--- config.mk ---
export PLATFORM = sky130hd
export DESIGN_NAME = key_retrigger_debounce_table_top
export DESIGN_NICKNAME = d
export VERILOG_FILES = /design/src/design/kdt_pkg.sv /design/src/design/kdt_ram.sv /design/src/design/kdt_ctrl.sv /design/src/design/kdt_datapath.sv /design/src/design/key_retrigger_debounce_table_top.sv
export SDC_FILE = /design/constraint.sdc
export NUM_CORES = 1
export LEC_CHECK = 0
export BUFFER_PORTS_ARGS = -buffer_cell sky130_fd_sc_hd__buf_2
export CAP_MARGIN = 20
export CORE_MARGIN = 2
export CORE_UTILIZATION = 65
export CTS_CLUSTER_DIAMETER = 150
export CTS_CLUSTER_SIZE = 40
export DETAILED_ROUTE_END_ITERATION = 7
export PLACE_DENSITY = 0.85
export SLEW_MARGIN = 40
export SYNTH_ARGS = -nofsm -noshare
export SYNTH_HDL_FRONTEND = slang
export SYNTH_SLANG_ARGS = --single-unit
--- constraint.sdc ---
create_clock -name clock -period 6.4 [get_ports clock]
set_input_delay 0.32 -clock clock [delete_from_list [all_inputs] [get_ports clock]]
set_output_delay 0.32 -clock clock [all_outputs]
set_load 0.05 [all_outputs]
--- src/design/kdt_pkg.sv ---
// Shared constants, types and command/status structs for the key debounce table.
package kdt_pkg;

   localparam int SLOT_COUNT = 32;
   localparam int KEY_BITS   = 9;
   localparam int TIMER_BITS = 8;
   localparam int ENTRY_W    = KEY_BITS + TIMER_BITS;
   localparam int ADDR_W     = (SLOT_COUNT > 1) ? $clog2(SLOT_COUNT) : 1;
   localparam int CNT_W      = $clog2(SLOT_COUNT + 1);

   localparam int CSR_ADDR_W = 3;
   localparam int CSR_DATA_W = 32;

   localparam logic [TIMER_BITS-1:0] DELAY_RESET = TIMER_BITS'(12);

   localparam logic OP_TICK  = 1'b0;
   localparam logic OP_QUERY = 1'b1;

   localparam logic [0:0] REG_DELAY_IDX = 1'b0;

   typedef enum logic [3:0] {
      ST_IDLE   = 4'b0001,
      ST_SCAN   = 4'b0010,
      ST_DRAIN  = 4'b0100,
      ST_UPDATE = 4'b1000
   } state_type;

   typedef struct packed {
      logic load;
      logic scan_rd;
      logic update;
   } cmd_type;

   typedef struct packed {
      logic scan_last;
      logic table_empty;
   } status_type;

endpackage

--- src/design/kdt_ram.sv ---
// Generic simple dual-port RAM with one write port and one registered read port.
module kdt_ram #(
   parameter int WIDTH = 1,
   parameter int DEPTH = 2,
   localparam int AW = (DEPTH > 1) ? $clog2(DEPTH) : 1
) (
   input  logic             clock,
   input  logic             wr_en,
   input  logic [AW-1:0]    wr_addr,
   input  logic [WIDTH-1:0] wr_data,
   input  logic             rd_en,
   input  logic [AW-1:0]    rd_addr,
   output logic [WIDTH-1:0] rd_data
);

   logic [WIDTH-1:0] mem_ff [DEPTH];
   logic [WIDTH-1:0] rd_data_ff;

   always_ff @(posedge clock) begin
      if (wr_en) begin
         mem_ff[wr_addr] <= wr_data;
      end
      if (rd_en) begin
         rd_data_ff <= mem_ff[rd_addr];
      end
   end

   assign rd_data = rd_data_ff;

endmodule

--- src/design/kdt_ctrl.sv ---
// Controller state machine that sequences the slot scan, update and result handshake.
module kdt_ctrl import kdt_pkg::*; (
   input  logic       clock,
   input  logic       reset,
   input  logic       req_valid,
   output logic       req_stall,
   output logic       rsp_valid,
   input  logic       rsp_stall,
   input  status_type status,
   output cmd_type    cmd
);

   state_type state_ff, state_in;
   logic      rsp_valid_ff, rsp_valid_in;

   always_comb begin
      state_in     = state_ff;
      cmd          = '0;
      req_stall    = 1'b1;
      rsp_valid_in = rsp_valid_ff && rsp_stall;
      unique case (state_ff)
         ST_IDLE: begin
            req_stall = 1'b0;
            if (req_valid) begin
               cmd.load = 1'b1;
               state_in = status.table_empty ? ST_UPDATE : ST_SCAN;
            end
         end
         ST_SCAN: begin
            cmd.scan_rd = 1'b1;
            if (status.scan_last) begin
               state_in = ST_DRAIN;
            end
         end
         ST_DRAIN: begin
            state_in = ST_UPDATE;
         end
         ST_UPDATE: begin
            if (!rsp_valid_ff || !rsp_stall) begin
               cmd.update   = 1'b1;
               rsp_valid_in = 1'b1;
               state_in     = ST_IDLE;
            end
         end
         default: begin
            state_in = ST_IDLE;
         end
      endcase
   end

   always_ff @(posedge clock) begin
      if (reset) begin
         state_ff     <= ST_IDLE;
         rsp_valid_ff <= 1'b0;
      end else begin
         state_ff     <= state_in;
         rsp_valid_ff <= rsp_valid_in;
      end
   end

   assign rsp_valid = rsp_valid_ff;

endmodule

--- src/design/kdt_datapath.sv ---
// Datapath holding the slot RAM, scan counter, lookup trackers and result register.
module kdt_datapath import kdt_pkg::*; (
   input  logic                  clock,
   input  logic                  reset,
   input  cmd_type               cmd,
   output status_type            status,
   input  logic                  req_opcode,
   input  logic [KEY_BITS-1:0]   req_key_code,
   input  logic                  req_press_edge,
   input  logic                  req_key_level,
   input  logic [TIMER_BITS-1:0] delay,
   output logic                  rsp_press_accepted
);

   logic                  op_ff;
   logic [KEY_BITS-1:0]   key_ff;
   logic                  edge_ff;
   logic                  level_ff;
   logic [CNT_W-1:0]      used_ff, used_in;
   logic [CNT_W-1:0]      idx_ff, idx_in;
   logic                  rd_vld_ff;
   logic [ADDR_W-1:0]     rd_slot_ff;
   logic                  found_ff, found_in;
   logic [ADDR_W-1:0]     hit_slot_ff, hit_slot_in;
   logic [TIMER_BITS-1:0] hit_timer_ff, hit_timer_in;
   logic [ADDR_W-1:0]     min_slot_ff, min_slot_in;
   logic [TIMER_BITS-1:0] min_timer_ff, min_timer_in;
   logic                  press_ff;

   logic                  wr_en;
   logic [ADDR_W-1:0]     wr_addr;
   logic [ENTRY_W-1:0]    wr_data;
   logic [ENTRY_W-1:0]    rd_data;
   logic [KEY_BITS-1:0]   rd_key;
   logic [TIMER_BITS-1:0] rd_timer;
   logic                  has_room;
   logic [TIMER_BITS-1:0] cur_timer;
   logic [TIMER_BITS-1:0] new_timer;
   logic [ADDR_W-1:0]     upd_slot;
   logic                  accepted;

   kdt_ram #(
      .WIDTH(ENTRY_W),
      .DEPTH(SLOT_COUNT)
   ) u_slot_ram (
      .clock  (clock),
      .wr_en  (wr_en),
      .wr_addr(wr_addr),
      .wr_data(wr_data),
      .rd_en  (cmd.scan_rd),
      .rd_addr(idx_ff[ADDR_W-1:0]),
      .rd_data(rd_data)
   );

   assign rd_key   = rd_data[ENTRY_W-1:TIMER_BITS];
   assign rd_timer = rd_data[TIMER_BITS-1:0];
   assign has_room = used_ff < CNT_W'(SLOT_COUNT);

   assign status.scan_last   = idx_ff == (used_ff - CNT_W'(1));
   assign status.table_empty = used_ff == '0;

   always_comb begin
      cur_timer = found_ff ? hit_timer_ff : '0;
      if (found_ff) begin
         upd_slot = hit_slot_ff;
      end else if (has_room) begin
         upd_slot = used_ff[ADDR_W-1:0];
      end else begin
         upd_slot = min_slot_ff;
      end
      accepted = (op_ff == OP_QUERY) && (cur_timer == '0) && edge_ff;
      if (accepted) begin
         new_timer = delay;
      end else if (!level_ff) begin
         new_timer = '0;
      end else begin
         new_timer = cur_timer;
      end
   end

   always_comb begin
      wr_en   = 1'b0;
      wr_addr = rd_slot_ff;
      wr_data = {rd_key, rd_timer - TIMER_BITS'(1)};
      if (cmd.update) begin
         wr_en   = op_ff == OP_QUERY;
         wr_addr = upd_slot;
         wr_data = {key_ff, new_timer};
      end else if (rd_vld_ff && (op_ff == OP_TICK)) begin
         wr_en = rd_timer != '0;
      end
   end

   always_comb begin
      idx_in       = idx_ff;
      used_in      = used_ff;
      found_in     = found_ff;
      hit_slot_in  = hit_slot_ff;
      hit_timer_in = hit_timer_ff;
      min_slot_in  = min_slot_ff;
      min_timer_in = min_timer_ff;
      if (cmd.load) begin
         idx_in   = '0;
         found_in = 1'b0;
      end
      if (cmd.scan_rd) begin
         idx_in = idx_ff + CNT_W'(1);
      end
      if (rd_vld_ff && (op_ff == OP_QUERY)) begin
         if (!found_ff && (rd_key == key_ff)) begin
            found_in     = 1'b1;
            hit_slot_in  = rd_slot_ff;
            hit_timer_in = rd_timer;
         end
         if ((rd_slot_ff == '0) || (rd_timer < min_timer_ff)) begin
            min_slot_in  = rd_slot_ff;
            min_timer_in = rd_timer;
         end
      end
      if (cmd.update && (op_ff == OP_QUERY) && !found_ff && has_room) begin
         used_in = used_ff + CNT_W'(1);
      end
   end

   always_ff @(posedge clock) begin
      if (reset) begin
         used_ff   <= '0;
         idx_ff    <= '0;
         rd_vld_ff <= 1'b0;
         found_ff  <= 1'b0;
      end else begin
         used_ff   <= used_in;
         idx_ff    <= idx_in;
         rd_vld_ff <= cmd.scan_rd;
         found_ff  <= found_in;
      end
   end

   always_ff @(posedge clock) begin
      if (cmd.load) begin
         op_ff    <= req_opcode;
         key_ff   <= req_key_code;
         edge_ff  <= req_press_edge;
         level_ff <= req_key_level;
      end
      if (cmd.update) begin
         press_ff <= accepted;
      end
      rd_slot_ff   <= idx_ff[ADDR_W-1:0];
      hit_slot_ff  <= hit_slot_in;
      hit_timer_ff <= hit_timer_in;
      min_slot_ff  <= min_slot_in;
      min_timer_ff <= min_timer_in;
   end

   assign rsp_press_accepted = press_ff;

endmodule

--- src/design/key_retrigger_debounce_table_top.sv ---
// Top level of the key re-trigger debounce table with its register port.
// Each transaction is accepted, then reads the slot RAM once per used slot of the 32
// through the single read port, drains the last read data and finally updates the
// slot and presents the result; when no slot is in use, the scan and drain are
// skipped. The update waits while an earlier result is still stalled. The next
// transaction is accepted once the update has been done, even while its result is
// still stalled.
module key_retrigger_debounce_table_top import kdt_pkg::*; (
   input  logic                  clock,
   input  logic                  reset,
   input  logic                  req_valid,
   output logic                  req_stall,
   input  logic                  req_opcode,
   input  logic [KEY_BITS-1:0]   req_key_code,
   input  logic                  req_press_edge,
   input  logic                  req_key_level,
   output logic                  rsp_valid,
   input  logic                  rsp_stall,
   output logic                  rsp_press_accepted,
   input  logic                  csr_psel,
   input  logic                  csr_penable,
   input  logic                  csr_pwrite,
   input  logic [CSR_ADDR_W-1:0] csr_paddr,
   input  logic [CSR_DATA_W-1:0] csr_pwdata,
   output logic [CSR_DATA_W-1:0] csr_prdata,
   output logic                  csr_pready
);

   cmd_type               cmd;
   status_type            status;
   logic [TIMER_BITS-1:0] delay_ff;
   logic                  delay_sel;

   assign csr_pready = 1'b1;
   assign delay_sel  = csr_paddr[CSR_ADDR_W-1:2] == REG_DELAY_IDX;

   always_ff @(posedge clock) begin
      if (reset) begin
         delay_ff <= DELAY_RESET;
      end else if (csr_psel && csr_penable && csr_pwrite && csr_pready && delay_sel) begin
         delay_ff <= csr_pwdata[TIMER_BITS-1:0];
      end
   end

   always_comb begin
      csr_prdata = '0;
      if (delay_sel) begin
         csr_prdata = CSR_DATA_W'(delay_ff);
      end
   end

   kdt_ctrl u_ctrl (
      .clock    (clock),
      .reset    (reset),
      .req_valid(req_valid),
      .req_stall(req_stall),
      .rsp_valid(rsp_valid),
      .rsp_stall(rsp_stall),
      .status   (status),
      .cmd      (cmd)
   );

   kdt_datapath u_datapath (
      .clock             (clock),
      .reset             (reset),
      .cmd               (cmd),
      .status            (status),
      .req_opcode        (req_opcode),
      .req_key_code      (req_key_code),
      .req_press_edge    (req_press_edge),
      .req_key_level     (req_key_level),
      .delay             (delay_ff),
      .rsp_press_accepted(rsp_press_accepted)
   );

endmodule

After elaboration in Yosys (flattened, before gate mapping)
Memory sizes are Yosys's and may differ from the RTL's. A register that Yosys moved wholly into a read port is not among the register bits.
Index checks and enable logic that the tools add are counted.
W data, S select, Z words.
{ "word_totals": {"word_cells": 90, "mem_count": 1, "input_bits": 54, "output_inout_bits": 36, "ramBits": 544, "regBits": 71} }
{ "op_classes": {"n_eq_ne": 9, "add_sub_neg": 4, "n_bitwise": 2, "mux": 30, "n_reduce_logical": 25, "order_cmp": 2} }
{ "mem_list": {"columns": ["memory", "words", "word_bits", "read_ports", "rd_ports_with_merged_regs", "wr", "line_no", "rtl"], "rows": [
  ["u_datapath.u_slot_ram.mem_ff", 32, 17, 1, 1, 1, "kdt_ram.sv:16", "logic [WIDTH-1:0] mem_ff [DEPTH];"]
]} }
{ "op_table": {"columns": ["op", "count"], "rows": [
  ["$mux W8", 4],
  ["$mux W17", 1],
  ["$mux W4", 4],
  ["$pmux W4 S4", 1],
  ["$mux W1", 15],
  ["$mux W5", 3],
  ["$add A6 B1 Y6 const B", 2],
  ["$logic_and A1 B1 Y1", 12],
  ["$mux W6", 2],
  ["$eq A9 B9 Y1", 1],
  ["$logic_not A8 Y1", 1],
  ["$lt A8 B8 Y1", 1],
  ["$reduce_bool A8 Y1", 1],
  ["$sub A8 B1 Y8 const B", 1],
  ["$eq A6 B6 Y1", 1],
  ["$logic_not A6 Y1", 1],
  ["$lt A6 B6 Y1 const B", 1],
  ["$sub A6 B1 Y6 const B", 1],
  ["$logic_not A5 Y1", 1],
  ["$eq A4 B1 Y1 const B", 1],
  ["$eq A4 B2 Y1 const B", 1],
  ["$eq A4 B3 Y1 const B", 1],
  ["$eq A4 B4 Y1 const B", 1],
  ["$ne A2 B2 Y1 const B", 2],
  ["7 further kinds", 12]
]} }

Depth between registers and ports, before layout
{ "logic_depth": {"word_depth": 7, "mapped_depth": 8, "ltp_nobuf": 7} }

By module
From an unflattened synthesis, not the netlist that was laid out.
{ "unflattened": {"cells_unflattened": 1589, "area_unflattened_um2": 25854.8} }
{ "by_module_without_submodules": {"columns": ["module", "cells_each", "seq_area_each_um2", "n_inst", "area_per_inst_um2"], "rows": [
  ["kdt_ram", 1212, 16846.2, 1, 21907.3],
  ["kdt_datapath", 276, 1551.5, 1, 3049.2],
  ["key_retrigger_debounce_table_top", 70, 160.2, 1, 620.6],
  ["kdt_ctrl", 31, 100.1, 1, 277.8]
]} }

Worst setup path after synthesis
Ideal clock, no wire load.
{ "synth_timing": {"path_type": "register to register", "start": "register u_ctrl.rsp_valid_ff, in the netlist u_ctrl.rsp_valid", "end": "memory u_datapath.u_slot_ram.mem_ff[7][0] in the netlist's numbering (enable)", "required_time_ns": 5.984, "arrival_ns": 2.902, "setup_slack_ns": 3.082, "synth_period_minus_slack_ns": 3.318, "setup_ns": 0.416, "n_path_buf": 0, "path_stages_with_launch": 6, "path_cell_list": "dfxtp_1 -> and2_0 -> o21ai_1 -> o21ai_1 -> o21ai_1 -> nor3b_1"} }
{ "synth_between": {"elab_chain_cells": 7, "elab_cells_between_ends": 8, "classes_between": "mux: 6; reduce/logical: 2"} }
{ "synth_lines": {"columns": ["item", "line_no", "rtl"], "rows": [
  ["start: declaration", "kdt_ctrl.sv:14", "logic rsp_valid_ff, rsp_valid_in;"],
  ["start signal: assignment", "kdt_ctrl.sv:57", "rsp_valid_ff <= rsp_valid_in;"],
  ["$logic_not A1 Y1 *", "kdt_ctrl.sv:39", "if (!rsp_valid_ff || !rsp_stall) begin"],
  ["$logic_or A1 B1 Y1 *", "kdt_ctrl.sv:39", null],
  ["$mux W1 *", "kdt_ctrl.sv:39", null],
  ["$mux W1 *", "kdt_ctrl.sv:21", "unique case (state_ff)"],
  ["$mux W1", "kdt_datapath.sv:85", "if (cmd.update) begin"],
  ["$mux W1", "kdt_ram.sv:20", "if (wr_en) begin"],
  ["$mux W1 (implied by the code)", "kdt_ram.sv:21", "mem_ff[wr_addr] <= wr_data;"],
  ["end: declaration", "kdt_ram.sv:16", null]
]} }
Every way passes the cells marked *; elsewhere a longest branch is shown, timed or not.

Final worst setup path
{ "layout_timing": {"start": "register u_ctrl.state_ff[3]", "end": "memory u_datapath.u_slot_ram.mem_ff[13][10] in the netlist's numbering (enable)"} }
{ "layout_between": {"elab_chain_cells": 5, "elab_cells_between_ends": 6, "classes_between": "eq/ne: 1; mux: 5"} }
{ "layout_lines": {"columns": ["item", "line_no", "rtl"], "rows": [
  ["start: declaration", "kdt_ctrl.sv:13", "state_type state_ff, state_in;"],
  ["start signal: assignment", "kdt_ctrl.sv:56", "state_ff <= state_in;"],
  ["$eq A4 B4 Y1 *", "kdt_ctrl.sv:21", null],
  ["$mux W1 *", "kdt_ctrl.sv:21", null],
  ["$mux W1", "kdt_datapath.sv:85", null],
  ["$mux W1", "kdt_ram.sv:20", null],
  ["$mux W1 (implied by the code)", "kdt_ram.sv:21", null]
]} }
Marks and branches as above.

==> results.py <==
metrics = {
    "sta": {
        "rsz0062_at_grt": "no",
        "finalSetupTns_ps": 0,
        "final_hold_viol_count": 0,
        "drv_slew": 0,
        "setup_violations": 0,
        "tightest_slew_ps": 875.3,
        "final.min_clock_period_ps": 3621,
        "max_freq_mhz": 276.2,
        "skew_ps": 20.55,
        "maxSlewHeadroom_pct": 41.51,
        "fin_crit_sh_pct": 56.58,
    },
    "floorplanning": {
        "rows": 72,
        "die-width_um": 200.8,
        "num_io_pins": 90,
        "die_area_mm2": 0.04032,
        "start_util_pct": 65.45,
        "fp.coreArea_mm2": 0.03847,
        "dieHeight_um": 200.8,
    },
    "grt": {
        "grt_util_all_layers_pct": 28.58,
        "first_global_vias": 12570,
        "grt_pass1_wl_um": 82970,
        "grt_max_degree": 104,
        "antenna_found_initial": 0,
        "grt_remaining_overflow": 0,
    },
    "cts": {
        "cts.sinks": 632,
        "path_clk_slew_ps": 140,
        "clk_latency_ps": 570,
        "root_buffer": "clkbuf_16",
        "cts_resized": 0,
        "clockBufferDepth": 3,
        "cts_buffers": 19,
        "cts_tree": "yes",
        "htree_levels": 1,
    },
    "detailed_routing": {
        "drc": 0,
        "first_pass_iters": 6,
        "drtIter0Drc": 1762,
        "vias_per_cell": 6.930,
        "vias": 12710,
        "postRouteAntennaNets": 0,
        "wl_per_cell_um": 31.06,
        "wirelength_um": 56970,
    },
    "synthesis": {
        "synthCells": 1244,
        "synth_compound_area_share_pct": 2.187,
        "ys_ff_latch": 632,
        "synth_top_area_cell": "edfxtp_1",
        "synth_top_family_by_area": "multiplexers",
        "ys_seq_area_share_pct": 74.11,
        "synthTopCellsByArea": "edfxtp_1, mux4_2, dfxtp_1",
        "ys_types": 55,
        "avgSynthCellArea_um2": 20.24,
        "synthSimpleGateAreaFrac_pct": 3.673,
        "synth-main-ff-cell": "edfxtp_1",
        "muxShareOfSynthArea_pct": 16.25,
        "synth_edf_count": 600,
        "ys_warn_count": 0,
        "async_flop_share_pct": 0,
        "synth_area_mm2": 0.02518,
        "synthAdderAreaFrac_pct": 0.5964,
        "yosys.area.top_type_share_pct": 71.56,
        "synth_xor_area_share_pct": 0.9393,
    },
    "hold_path": {
        "hold_path_class": "primary input to flop",
    },
    "worst_setup_path": {
        "arrival_ps": 3890,
        "slowest_stage": "nor2_2",
        "path_cells": "nor4b_2 > nand2_1 > buf_4 > inv_1 > nand3_1 > o31a_1 > nor2_2 > buf_4",
        "max_stage_delay_ps": 600,
        "cp-end-kind": "flop",
        "critPathRequiredTime_ps": 6670,
        "worst_path_most_repeated_cell": "buf_4",
        "path_buf_inv": 3,
        "worstSetupStartpointType": "flop",
        "crit_family": "simple AND/OR/NAND/NOR gates",
        "worstPathMaxFanout": 43,
        "worst-setup-path-type": "flop to flop",
    },
    "power_and_ir_drop": {
        "powerDensity_mw_per_mm2": 235.5,
        "max-vdd-ir-drop_v": 0.0001787,
        "p_leak_nw": 8.180,
    },
    "finish": {
        "final_area_mm2": 0.02699,
        "area_delta_synth_final_pct": 7.211,
        "nets": 1370,
        "diodes": 0,
        "drive_gt1_share_pct": 26.37,
    },
    "outcome": {
        "status": "finished, final reports clean",
    },
    "placement": {
        "place_congestion": 0.8946,
        "placed_area_mm2": 0.02618,
        "port_buffers": 38,
        "hpwl_um": 31510,
    },
    "job": {
        "cap_violations": 0,
    },
}
metrics by stage:
step / instances / hold slack, ps / total power, mW / worst slack, ps / utilization (%)
floorplan: 1267 / 344.3 / 4.706 / 3082 / -
detailed placement: 1778 / 465.4 / 4.742 / 2984 / 68.05
finish: 1834 / 64.55 / 6.356 / 2779 / 70.17
CTS: 1831 / 52.14 / 6.353 / 2886 / 69.95
global route: 1834 / 67.32 / 6.494 / 2710 / 70.17
global placement: 1777 / 461.6 / 4.733 / 3037 / 67.80
routing by layer:
| metal | vias to the layer above | part of all wire, % | global-route usage (%) |
|---|---|---|---|
| met3 | 133 | 9.8 | 4.188 |
| met5 | - | 0 | 0 |
| met4 | 0 | 3.3 | 8.624 |
| met1 | 6567 | 37 | 40.60 |
| li1 | 5117 | - | - |
| met2 | 892 | 50 | 47.35 |
cell usage in the layout (no fill, tap or decap), types with 21 or more instances in the layout:
cell type  count
buf_2         38
nand2_1       58
nor2_1        28
edfxtp_1     600
dfxtp_1       28
mux4_2       170
nor2_2        21
buf_4         35
conb_1        25
kinds of logic (layout without fill, tap and decap cells):
kind of cell    after synthesis  after routing
buf+inv                     103            152
simple gates                188            188
other cells                   2             25
xor+xnor                     27             27
fa+ha+maj                    12             12
compound gates               86             86
flops                       632            632
mux                         194            194
registers in the layout (all words and copies together), names as in the netlist, 6 cells and up:
| signal | flops |
|---|---|
| u_datapath.u_slot_ram.mem_ff | 544 |
| u_datapath.u_slot_ram.rd_data | 17 |
| u_datapath.key_ff | 9 |
| delay_ff | 8 |
| u_datapath.hit_timer_ff | 8 |
| u_datapath.min_timer_ff | 8 |
| u_datapath.idx_ff | 6 |
| u_datapath.used_ff | 6 |
what timing repair did:
item                      in CTS  in global routing
hold endpoints to repair      20                  0
setup buffers                  0                  0
hold buffers                  20                  0
area by class of cell:
class	count	area [µm²]
fillers	2189	11470
multi-input cells	532	6280
clock buffers	32	524.3
repair buffers	100	792.0
well taps	518	648.1
inverters	19	71.32
clock inverters	1	8.758
flip-flops and latches	632	18670
report_power, final:
part | leakage (nW) | internal [mW] | switching, mW | total (mW)
sequential | 5.66 | 4.50 | 0.0101 | 4.51
combinational | 2.27 | 0.0352 | 0.118 | 0.153
clock | 0.254 | 0.578 | 1.11 | 1.69
total | 8.18 | 5.11 | 1.24 | 6.36
worst min-delay path, stage by stage:
cell and delay, ps:
buf_2 90, nor2_1 50, nor2_1 90, nand2_1 60
cells in the mapped netlist (5+ instances only):
master    count
edfxtp_1    600
mux4_2      170
nand2_1      67
nor2_1       53
dfxtp_1      32
a21oi_1      29
buf_4        29
clkbuf_1     28
inv_1        18
mux2_2       17
xor2_1       17
ha_1         12
nor3_1       12
o21ai_0      12
buf_1        11
nor2b_1      10
xnor2_1      10
buf_2         9
a221oi_1      8
buf_6         7
mux2i_1       7
nand3_1       7
nor4_1        7
o21ai_1       6
nand3b_1      5
path summary, 6_finish.rpt:
| path | startpoint | to | slack (ps) | cells after the start |
|---|---|---|---|---|
| hold reg to reg | delay_ff[1] | delay_ff[1] | 480 | 2 |
| setup reg to reg | u_ctrl.state_ff[3] | u_datapath.u_slot_ram.mem_ff[13][10] | 2780 | 8 |
| setup / recovery | u_ctrl.state_ff[3] | u_datapath.u_slot_ram.mem_ff[13][10] | 2780 | 8 |
| hold / removal | req_valid | u_ctrl.state_ff[0] | 60 | 4 |
Power figures use the tool's default switching activity.
